--- config.mk ---
export PLATFORM = sky130hd
export DESIGN_NAME = timestamp_lru_tag_table
export DESIGN_NICKNAME = d
export VERILOG_FILES = /design/src/rtl/tlt_pkg.sv /design/src/rtl/tlt_mem.sv /design/src/rtl/tlt_ctrl.sv /design/src/rtl/timestamp_lru_tag_table.sv
export SDC_FILE = /design/constraint.sdc
export NUM_CORES = 2
export LEC_CHECK = 0
export BUFFER_PORTS_ARGS = -buffer_cell sky130_fd_sc_hd__buf_2
export CORE_ASPECT_RATIO = 0.6
export CORE_MARGIN = 8
export CORE_UTILIZATION = 65
export DETAILED_ROUTE_END_ITERATION = 10
export GPL_TIMING_DRIVEN = 0
export HOLD_SLACK_MARGIN = 0.08
export PLACE_DENSITY = 0.82
export SETUP_SLACK_MARGIN = 0.2
export SYNTH_ARGS = -nofsm -noshare
export SYNTH_HDL_FRONTEND = slang
export SYNTH_SLANG_ARGS = --single-unit
--- constraint.sdc ---
create_clock -name clk -period 9.9 [get_ports clk]
set_clock_uncertainty 0.05 [all_clocks]
set_input_delay 1.98 -clock clk [delete_from_list [all_inputs] [get_ports clk]]
set_output_delay 1.98 -clock clk [all_outputs]
set_load 0.01 [all_outputs]
--- src/rtl/tlt_pkg.sv ---
// Package: shared types and constants for the timestamp LRU tag table.
package tlt_pkg;

  localparam int SLOT_BITS = 4;

  typedef struct packed {
    logic rd_en;
    logic key_we;
    logic stamp_we;
  } tlt_mem_ctl_t;

endpackage

--- src/rtl/tlt_mem.sv ---
// Key and stamp memories: one write port, one registered read port, shared address per side.
module tlt_mem #(
  parameter int ENTRIES    = 16,
  parameter int KEY_BITS   = 64,
  parameter int STAMP_BITS = 32,
  parameter int IDX_W      = 4
) (
  input  logic                   clk,
  input  tlt_pkg::tlt_mem_ctl_t  ctl,
  input  logic [IDX_W-1:0]       rd_addr,
  input  logic [IDX_W-1:0]       wr_addr,
  input  logic [KEY_BITS-1:0]    wr_key,
  input  logic [STAMP_BITS-1:0]  wr_stamp,
  output logic [KEY_BITS-1:0]    rd_key,
  output logic [STAMP_BITS-1:0]  rd_stamp
);
  import tlt_pkg::*;

  logic [KEY_BITS-1:0]   key_mem   [ENTRIES];
  logic [STAMP_BITS-1:0] stamp_mem [ENTRIES];

  always_ff @(posedge clk) begin
    if (ctl.key_we) begin
      key_mem[wr_addr] <= wr_key;
    end
    if (ctl.rd_en) begin
      rd_key <= key_mem[rd_addr];
    end
  end

  always_ff @(posedge clk) begin
    if (ctl.stamp_we) begin
      stamp_mem[wr_addr] <= wr_stamp;
    end
    if (ctl.rd_en) begin
      rd_stamp <= stamp_mem[rd_addr];
    end
  end

endmodule

--- src/rtl/tlt_ctrl.sv ---
// Sequencer: valid bits, request counter, key search and LRU victim scan over the memories.
module tlt_ctrl #(
  parameter int ENTRIES    = 16,
  parameter int KEY_BITS   = 64,
  parameter int STAMP_BITS = 32,
  parameter int IDX_W      = 4
) (
  input  logic                   clk,
  input  logic                   rst,
  input  logic                   in_valid,
  output logic                   in_stall,
  input  logic                   mode,
  input  logic [KEY_BITS-1:0]    key,
  output logic                   res_valid,
  input  logic                   res_take,
  output logic                   res_hit,
  output logic [IDX_W-1:0]       res_slot,
  output logic                   res_evicted,
  output tlt_pkg::tlt_mem_ctl_t  mem_ctl,
  output logic [IDX_W-1:0]       rd_addr,
  output logic [IDX_W-1:0]       wr_addr,
  output logic [KEY_BITS-1:0]    wr_key,
  output logic [STAMP_BITS-1:0]  wr_stamp,
  input  logic [KEY_BITS-1:0]    rd_key,
  input  logic [STAMP_BITS-1:0]  rd_stamp
);
  import tlt_pkg::*;

  localparam logic [1:0] ST_IDLE  = 2'd0;
  localparam logic [1:0] ST_SCAN  = 2'd1;
  localparam logic [1:0] ST_WRITE = 2'd2;
  localparam logic [1:0] ST_DONE  = 2'd3;

  localparam logic [IDX_W-1:0] LAST_IDX = IDX_W'(ENTRIES - 1);

  logic [1:0]            state;
  logic                  mode_q;
  logic [KEY_BITS-1:0]   key_q;
  logic [ENTRIES-1:0]    valid_vec;
  logic [STAMP_BITS-1:0] counter;
  logic [IDX_W-1:0]      rd_idx;
  logic                  iss;
  logic                  chk;
  logic [IDX_W-1:0]      chk_idx;
  logic                  found;
  logic [IDX_W-1:0]      found_idx;
  logic [STAMP_BITS-1:0] best_stamp;
  logic [IDX_W-1:0]      best_idx;
  logic                  evict_q;

  logic                  accept;
  logic                  any_free;
  logic [IDX_W-1:0]      free_idx;

  assign in_stall = (state != ST_IDLE);
  assign accept   = in_valid && !in_stall;

  always_comb begin
    any_free = 1'b0;
    free_idx = '0;
    for (int i = ENTRIES - 1; i >= 0; i--) begin
      if (!valid_vec[i]) begin
        any_free = 1'b1;
        free_idx = IDX_W'(i);
      end
    end
  end

  always_comb begin
    mem_ctl.rd_en    = (state == ST_SCAN) && iss;
    mem_ctl.key_we   = (state == ST_WRITE) && mode_q;
    mem_ctl.stamp_we = (state == ST_WRITE) && (mode_q || found);
    rd_addr          = rd_idx;
    wr_addr          = mode_q ? best_idx : found_idx;
    wr_key           = key_q;
    wr_stamp         = counter;
  end

  assign res_valid = (state == ST_DONE);

  always_ff @(posedge clk) begin
    if (rst) begin
      state     <= ST_IDLE;
      valid_vec <= '0;
      counter   <= '0;
      iss       <= 1'b0;
      chk       <= 1'b0;
    end else begin
      case (state)
        ST_IDLE: begin
          if (accept) begin
            mode_q  <= mode;
            key_q   <= key;
            found   <= 1'b0;
            rd_idx  <= '0;
            evict_q <= 1'b0;
            if (!mode) begin
              if (counter != '1) begin
                counter <= counter + 1'b1;
              end
              iss   <= 1'b1;
              state <= ST_SCAN;
            end else if (any_free) begin
              best_idx <= free_idx;
              state    <= ST_WRITE;
            end else begin
              evict_q <= 1'b1;
              iss     <= 1'b1;
              state   <= ST_SCAN;
            end
          end
        end
        ST_SCAN: begin
          chk     <= iss;
          chk_idx <= rd_idx;
          if (iss) begin
            if (rd_idx == LAST_IDX) begin
              iss <= 1'b0;
            end else begin
              rd_idx <= rd_idx + 1'b1;
            end
          end
          if (chk) begin
            if (!mode_q) begin
              if (valid_vec[chk_idx] && rd_key == key_q) begin
                found     <= 1'b1;
                found_idx <= chk_idx;
              end
            end else if (chk_idx == '0 || rd_stamp < best_stamp) begin
              best_stamp <= rd_stamp;
              best_idx   <= chk_idx;
            end
            if (chk_idx == LAST_IDX) begin
              state <= ST_WRITE;
            end
          end
        end
        ST_WRITE: begin
          chk         <= 1'b0;
          res_hit     <= !mode_q && found;
          res_slot    <= mode_q ? best_idx : (found ? found_idx : '0);
          res_evicted <= mode_q && evict_q;
          if (mode_q) begin
            valid_vec[best_idx] <= 1'b1;
          end
          state <= ST_DONE;
        end
        ST_DONE: begin
          if (res_take) begin
            state <= ST_IDLE;
          end
        end
        default: begin
          state <= ST_IDLE;
        end
      endcase
    end
  end

endmodule

--- src/rtl/timestamp_lru_tag_table.sv ---
// Top level: fully associative tag table with timestamp LRU, sequencer, memories, output register.
//
// Input channel (in_valid/in_stall, fields mode and key): mode 0 is a lookup,
// mode 1 an insert issued after a lookup missed. Output channel
// (out_valid/out_stall, fields hit, slot, evicted): one result per item, in order.
// A lookup, or an insert into a full table, walks the key and stamp memories one
// entry per cycle through their registered read port (ST_SCAN), then passes ST_WRITE
// and ST_DONE before out_valid rises from the output register. An insert into a
// table with a free slot goes straight from ST_IDLE to ST_WRITE. The next input
// transfer can happen once the result has moved into the output register.
// in_stall is high from the cycle after an input transfer until the result has
// been handed to the output register. While out_stall is high the result holds;
// a finished result waits in the sequencer until the output register is free.
// Reset (rst, synchronous) empties the table, clears the request counter and
// drops out_valid; the memories need no clearing pass.
module timestamp_lru_tag_table #(
  parameter int ENTRIES    = 16,
  parameter int KEY_BITS   = 64,
  parameter int STAMP_BITS = 32
) (
  input  logic                           clk,
  input  logic                           rst,
  input  logic                           in_valid,
  output logic                           in_stall,
  input  logic                           mode,
  input  logic [KEY_BITS-1:0]            key,
  output logic                           out_valid,
  input  logic                           out_stall,
  output logic                           hit,
  output logic [tlt_pkg::SLOT_BITS-1:0]  slot,
  output logic                           evicted
);
  import tlt_pkg::*;

  localparam int IDX_W = (ENTRIES > 1) ? $clog2(ENTRIES) : 1;

  tlt_mem_ctl_t          mem_ctl;
  logic [IDX_W-1:0]      rd_addr;
  logic [IDX_W-1:0]      wr_addr;
  logic [KEY_BITS-1:0]   wr_key;
  logic [STAMP_BITS-1:0] wr_stamp;
  logic [KEY_BITS-1:0]   rd_key;
  logic [STAMP_BITS-1:0] rd_stamp;

  logic                  res_valid;
  logic                  res_take;
  logic                  res_hit;
  logic [IDX_W-1:0]      res_slot;
  logic                  res_evicted;
  logic [IDX_W+SLOT_BITS-1:0] slot_ext;

  tlt_ctrl #(
    .ENTRIES    (ENTRIES),
    .KEY_BITS   (KEY_BITS),
    .STAMP_BITS (STAMP_BITS),
    .IDX_W      (IDX_W)
  ) u_ctrl (
    .clk         (clk),
    .rst         (rst),
    .in_valid    (in_valid),
    .in_stall    (in_stall),
    .mode        (mode),
    .key         (key),
    .res_valid   (res_valid),
    .res_take    (res_take),
    .res_hit     (res_hit),
    .res_slot    (res_slot),
    .res_evicted (res_evicted),
    .mem_ctl     (mem_ctl),
    .rd_addr     (rd_addr),
    .wr_addr     (wr_addr),
    .wr_key      (wr_key),
    .wr_stamp    (wr_stamp),
    .rd_key      (rd_key),
    .rd_stamp    (rd_stamp)
  );

  tlt_mem #(
    .ENTRIES    (ENTRIES),
    .KEY_BITS   (KEY_BITS),
    .STAMP_BITS (STAMP_BITS),
    .IDX_W      (IDX_W)
  ) u_mem (
    .clk      (clk),
    .ctl      (mem_ctl),
    .rd_addr  (rd_addr),
    .wr_addr  (wr_addr),
    .wr_key   (wr_key),
    .wr_stamp (wr_stamp),
    .rd_key   (rd_key),
    .rd_stamp (rd_stamp)
  );

  assign res_take = res_valid && (!out_valid || !out_stall);
  assign slot_ext = {{SLOT_BITS{1'b0}}, res_slot};

  always_ff @(posedge clk) begin
    if (rst) begin
      out_valid <= 1'b0;
    end else if (res_take) begin
      out_valid <= 1'b1;
    end else if (!out_stall) begin
      out_valid <= 1'b0;
    end
  end

  always_ff @(posedge clk) begin
    if (res_take) begin
      hit     <= res_hit;
      slot    <= slot_ext[SLOT_BITS-1:0];
      evicted <= res_evicted;
    end
  end

endmodule

**Word-level counts from Yosys, hierarchy flattened**

Memory sizes are Yosys's and may differ from the RTL's. A register that Yosys moved wholly into a read port is not among the register bits.
Cells that the tools add are included.
Widths: inputs -> output; s select.

- Bits in registers: 180
- RAM bits: 1536
- Output and inout port bits: 8
- Word-level logic and storage cells: 163
- Memories: 2

Memories:

| name | words | bits a word | rd ports | clocked after Yosys merged registers in | wr ports | RTL line | RTL |
|---|---|---|---|---|---|---|---|
| u_mem.key_mem | 16 | 64 | 1 | 1 | 1 | tlt_mem.sv:19 | `logic [KEY_BITS-1:0] key_mem [ENTRIES];` |
| u_mem.stamp_mem | 16 | 32 | 1 | 1 | 1 | tlt_mem.sv:20 | `logic [STAMP_BITS-1:0] stamp_mem [ENTRIES];` |

- Add/subtract/negate cells: 2
- Magnitude comparators: 4
- Equal/unequal tests: 21
- Muxes and demuxes: 76
- Bitwise gates (word level): 4
- Reduce and logical (&&, ||, !) cells: 33

Operators with widths:

| cell | number |
|---|---|
| $mux 4 | 28 |
| $eq 64x64->1 | 1 |
| $mux 1 | 34 |
| $add 32x1->32 const B | 1 |
| $lt 32x32->1 | 1 |
| $ne 32x32->1 const B | 1 |
| $or 16x16->16 | 1 |
| $pmux 4 s2 | 2 |
| $reduce_and 5->1 | 3 |
| $ne 2x1->1 const B | 7 |
| $mux 2 | 6 |
| $ne 2x2->1 const B | 6 |
| $lt 4x5->1 const B | 2 |
| $logic_and 1x1->1 | 9 |
| $eq 4x4->1 const B | 2 |
| $pmux 2 s4 | 1 |
| $reduce_and 4->1 | 2 |
| $reduce_and 8->1 | 1 |
| $pmux 1 s2 | 3 |
| $reduce_and 2->1 | 3 |
| $reduce_and 3->1 | 2 |
| $reduce_and 6->1 | 1 |
| $reduce_bool 2->1 | 3 |
| $add 4x1->4 const B | 1 |
| 11 further kinds | 19 |

**Depth between registers and ports, before layout**

- Depth in word-level cells: 20
- Depth in mapped cells: 9
- Depth with buffers taken out: 8

**By module**

From an unflattened synthesis, not the netlist that was laid out.

- Cell total of the unflattened synthesis: 3205
- Area total of the unflattened synthesis: 68745.9 um2

Modules (own cells, without submodules):

| module | times used | cells each | area an instance (um2) | sequential area each (um2) |
|---|---|---|---|---|
| tlt_mem | 1 | 2485 | 60412.9 | 49007.0 |
| tlt_ctrl | 1 | 710 | 8116.5 | 4674.5 |
| timestamp_lru_tag_table | 1 | 10 | 216.5 | 200.2 |

**Least setup slack after synthesis**

Ideal clock, no wire load.

- Path kind: input-to-reg
- Start point: in rst
- End point: reg u_ctrl.evict_q (enable)
- Arrival: 5.163 ns
- Required time: 9.360 ns
- Path slack: 4.196 ns
- Stages: 3
- Path buffers: 2
- Path through: clkbuf_1 -> clkbuf_1 -> nor2_1

- Word-level cells in the longest chain between the ends: 2

Ends and longest elaborated chain:

| what | RTL line | RTL |
|---|---|---|
| from (decl) | timestamp_lru_tag_table.sv:22 | `input logic rst,` |
| $not 1->1 (no source line) | -- |  |
| $reduce_and 3->1 (no source line) | -- |  |
| to (signal assigned) | tlt_ctrl.sv:96 | `evict_q <= 1'b0;` |
| to (signal assigned) | tlt_ctrl.sv:107 | `evict_q <= 1'b1;` |
| to (decl) | tlt_ctrl.sv:49 | `logic evict_q;` |

Every way passes these cells.
A chain may end at the register's enable or synchronous reset.

**Worst setup path after layout**

- Start point: reg u_ctrl.best_stamp[2]
- End point: reg u_ctrl.best_idx[2] (enable)

- Word-level cells in the longest chain between the ends: 4

Ends and longest elaborated chain:

| what | RTL line | RTL |
|---|---|---|
| from (decl) | tlt_ctrl.sv:47 | `logic [STAMP_BITS-1:0] best_stamp;` |
| from (signal assigned) | tlt_ctrl.sv:130 | `best_stamp <= rd_stamp;` |
| $lt 32x32->1 | tlt_ctrl.sv:129 | `end else if (chk_idx == '0 \|\| rd_stamp < best_stamp) begin` |
| $logic_or 1x1->1 | tlt_ctrl.sv:129 |  |
| $ne 2x2->1 (no source line) | -- |  |
| $reduce_and 8->1 (no source line) | -- |  |
| to (signal assigned) | tlt_ctrl.sv:104 | `best_idx <= free_idx;` |
| to (signal assigned) | tlt_ctrl.sv:131 | `best_idx <= chk_idx;` |
| to (decl) | tlt_ctrl.sv:48 | `logic [IDX_W-1:0] best_idx;` |

Every way passes these cells.

==> reports/qor.csv <==
stage;metric;value;unit
final_layout;post-synthesis to final-layout area growth;13.0;%
power_and_ir_drop;relative contribution of sequential cells to total power;0.516;
clock_network;hold buffers post-CTS;0;
clock_network;CTS sink count;1812;
yosys;syn_area_per_cell;23.2;um2
sta;max-slew headroom at the worst pin;0.126;
clock_network;clock tree from TritonCTS;built;
drt;total detailed-routing wirelength;198000;um
yosys;Mapped Nets;3075;
drt;vias after detailed routing;36800;
yosys;library cells used by synthesis;61;
outcome;status;finished clean;
yosys;top cells by area in the synthesized netlist;sky130_fd_sc_hd__edfxtp_1 (77%), sky130_fd_sc_hd__mux4_2 (16%), sky130_fd_sc_hd__dfxtp_1 (1.5%), sky130_fd_sc_hd__ha_1 (0.67%), sky130_fd_sc_hd__xor2_1 (0.60%);
placed_design;post-DP HPWL;110000;um
yosys;area share of the largest cell type after synthesis;0.766;
floorplanning;I/O Pins;77;
setup_path;worst-path maximum fanout;4;
global_routing;final global-route overflow total;0;
sta;post-route clock period utilization;0.447;
clock_network;number of buffers inserted by post-CTS setup repair;0;
floorplanning;Floorplan Core Area;105000;um2
drt;TritonRoute pass-1 iters;7;
floorplanning;die area;117000;um2
sta;Slew Limit Fails;0;
yosys;main flop type after synthesis;sky130_fd_sc_hd__edfxtp_1;
setup_path;capturing element type of the critical path;flop;
power_and_ir_drop;internal power;13.1;mW
floorplanning;Initial Util;0.656;
floorplanning;die width;436;um
power_and_ir_drop;combinational share of power;0.133;
drt;average vias per placed instance;7.66;
power_and_ir_drop;worst ir drop on vdd;0.189;mV
global_routing;global-route wire length before repair;275000;um
setup_path;register-to-register setup slack;5.47;ns
setup_path;required time of the critical path;10.26;ns
sta;Highest Clock Rate;226;MHz
global_routing;GRT busiest layer;met2;
global_routing;met2 track utilization from global routing;0.518;
power_and_ir_drop;switching component of the power;4.46;mW
final_layout;Total Nets Final;3377;
yosys;top post-synthesis cells by count;sky130_fd_sc_hd__edfxtp_1 (1759), sky130_fd_sc_hd__mux4_2 (484), sky130_fd_sc_hd__nor2_1 (105);
power_and_ir_drop;ratio of total power to cell area;225;nW/um2
yosys;EDFF count, synth;1759;
final_layout;count of fill cells added during filler insertion;4984;
drt;average wire per standard cell;41.1;um
floorplanning;num rows;92;
yosys;area of the mapped netlist;68900;um2
clock_network;Max Root-Sink Buffers;3;
setup_path;Register-to-Register Path Depth;8;
setup_path;end of the worst register-to-register path;u_ctrl.best_idx[2]$_DFFE_PP_;
setup_path;start-to-end type of the worst setup path;reg2reg;
worst_hold_path;path type of the worst min-delay path;reg2reg;
power_and_ir_drop;fraction of power consumed by the clock network;0.350;
placed_design;total of buffers placed on input and output ports;76;
sta;Total Negative Setup Slacks;0;ns
global_routing;Total Routing Usage GR;0.335;
clock_network;Resize count post-CTS;0;
global_routing;global-route track usage on met1;0.432;
global_routing;maximum number of pins on one net before global-route repair;50;
placed_design;global placement routability congestion;0.845;
setup_path;Arr. time, crit path;4.79;ns
yosys;library cell with the highest instance count after synthesis;sky130_fd_sc_hd__edfxtp_1;
sta;RSZ-0062 raised after global routing;false;
power_and_ir_drop;Switching Fraction;0.255;
final_layout;share of layout cells above drive strength 1;0.279;
yosys;count of state elements after synthesis;1812;
yosys;area leader, netlist;sky130_fd_sc_hd__edfxtp_1;
yosys;yosys warns;0;
global_routing;via count of the first global-routing pass;37500;
clock_network;Skew-Pair Late Insertion Delay;0.79;ns
yosys;fraction of registers with async set/reset;0;
global_routing;initial antenna violation count;6;
worst_hold_path;worst hold endpoint;evicted$_DFFE_PP_;
power_and_ir_drop;Leakage Power;23.9;nW
yosys;register area share after synthesis;0.782;
drt;DR iter-0 viols;7932;
clock_network;Inserted Clock Buffers;153;
sta;endpoints failing setup;0;
yosys;number of instances in the synthesized netlist;2969;
global_routing;met3 layer usage reported by global route;0.112;
flow_run;max-capacitance violation count;0;
setup_path;Reg2Reg Launch Point;u_ctrl.best_stamp[2]$_DFFE_PP_;
drt;Final ANT Viol Nets;0;
power_and_ir_drop;overall power;17.5;mW
sta;min cycle time layout;4.43;ns
floorplanning;overall die height;268;um
sta;number of endpoints with negative hold slack in the final report;0;
clock_network;H-tree depth;4;
drt;Post-route DRC;0;
setup_path;startpoint types;flop;
clock_network;Clock transition at path regs;0.07;ns
sta;transition time at the pin with the least slew margin;1.31;ns
worst_hold_path;hold path startpoint;u_ctrl.res_evicted$_DFFE_PP_;
clock_network;Root Buffer;sky130_fd_sc_hd__clkbuf_16;
worst_hold_path;number of instances on the worst hold path;0;
## cells in the final DEF (no fill, tap or decap), drive strengths merged, types with 4 or more instances in the layout
| cell | n |
|---|---|
| and2 | 10 |
| mux2i | 4 |
| dfxtp | 53 |
| nor2b | 21 |
| nor3 | 9 |
| o211ai | 4 |
| ha | 37 |
| nor2 | 105 |
| bufinv | 12 |
| a2111oi | 6 |
| clkinv | 55 |
| mux4 | 484 |
| nand2b | 4 |
| or3 | 10 |
| o221ai | 4 |
| a31oi | 5 |
| xor2 | 47 |
| buf | 212 |
| nand3 | 25 |
| a211oi | 10 |
| a21oi | 21 |
| nand4 | 26 |
| xnor2 | 22 |
| and4 | 9 |
| o21ai | 22 |
| edfxtp | 1759 |
| inv | 65 |
| clkinvlp | 7 |
| nand2 | 38 |
| nor4 | 10 |
| and3 | 6 |
| o22ai | 5 |
| clkbuf | 254 |
## stage by stage
step	std cells	setup WS, ns	hold slack (ns)	util	instance area (um2)
finish	4806	5.47	0.369	0.741	77800
floorplan	2969	4.20	0.350	-	68900
detailed placement	4525	5.48	0.355	0.694	72900
global route	4806	5.47	0.392	0.741	77800
CTS	4803	5.75	0.370	0.741	77800
global placement	4455	0.203	0.364	0.676	71100
## state kept, by name (all words and copies together), names as in the netlist, 2 cells and up
name	flops
slot	4
u_ctrl.best_idx	4
u_ctrl.best_stamp	32
u_ctrl.chk_idx	4
u_ctrl.found_idx	4
u_ctrl.rd_addr	4
u_ctrl.res_slot	4
u_ctrl.state	2
u_ctrl.valid_vec	16
u_ctrl.wr_key	64
u_ctrl.wr_stamp	32
u_mem.key_mem	1024
u_mem.rd_key	64
u_mem.rd_stamp	32
u_mem.stamp_mem	512
## cell type report
| type | count | area (um2) | area share |
|---|---|---|---|
| diodes | 2 | 5.00 | 0.0000643 |
| plain buffers | 120 | 647 | 0.00831 |
| clock buffers | 199 | 4170 | 0.0536 |
| clock inverters | 79 | 736 | 0.00945 |
| inverters | 60 | 225 | 0.00289 |
| multi-input cells | 977 | 14400 | 0.185 |
| flip-flops and latches | 1812 | 53900 | 0.692 |
| well taps | 1410 | 1760 | 0.0227 |
| repair buffers | 147 | 1980 | 0.0254 |
## critical path, cell delays in order (launching register included)
cell	delay [ns]
sky130_fd_sc_hd__edfxtp_1	0.43
sky130_fd_sc_hd__inv_1	0.11
sky130_fd_sc_hd__ha_1	0.28
sky130_fd_sc_hd__a21o_1	0.23
sky130_fd_sc_hd__a31oi_1	0.29
sky130_fd_sc_hd__o21ai_0	0.25
sky130_fd_sc_hd__a2bb2oi_1	0.99
sky130_fd_sc_hd__a21oi_1	0.48
sky130_fd_sc_hd__a221oi_1	0.93
## worst max path at each step
stage	endpoint	cells past startpoint	slack (ns)	startpoint
final	u_ctrl.best_idx[2]$_DFFE_PP_	8	5.47	u_ctrl.best_stamp[2]$_DFFE_PP_
after CTS	in_stall	4	5.75	u_ctrl.state[0]$_SDFFE_PP0P_
after floorplan	u_ctrl.evict_q$_SDFFCE_PN0P_	3	4.20	rst
after global placement	u_ctrl.wr_key[39]$_DFFE_PP_	4	0.20	rst
after detailed placement	u_ctrl.wr_key[41]$_DFFE_PP_	7	5.48	rst
after global routing	u_ctrl.best_idx[2]$_DFFE_PP_	7	5.47	u_mem.rd_stamp[2]$_DFFE_PP_
## power groups by stage
stage	registers [mW]	logic (mW)	clock network (mW)
2_1_floorplan	9.09	1.40	0
3_3_place_gp	9.16	1.99	0
3_5_place_dp	9.17	2.16	0
4_1_cts	9.03	2.27	6.12
5_1_grt	9.05	2.37	6.39
6_report	9.04	2.33	6.14
## routing by layer
layer  share of wire  wire, um
met4           0.064     12600
met5         0.00019        37
met1            0.32     63600
met2            0.46     91000
met3            0.15     30300
## kinds of logic after synthesis
group,count (synthesis),share of synthesized area
adder cells (fa/ha/maj),37,0.00672
AO/OA/AOI/OAI,98,0.00988
flip-flops,1812,0.782
multiplexers,491,0.159
XOR/XNOR,69,0.00877
buffers and inverters,180,0.0127
AND/OR/NAND/NOR,282,0.0208
No activity file was read; power rests on OpenSTA's default activity.
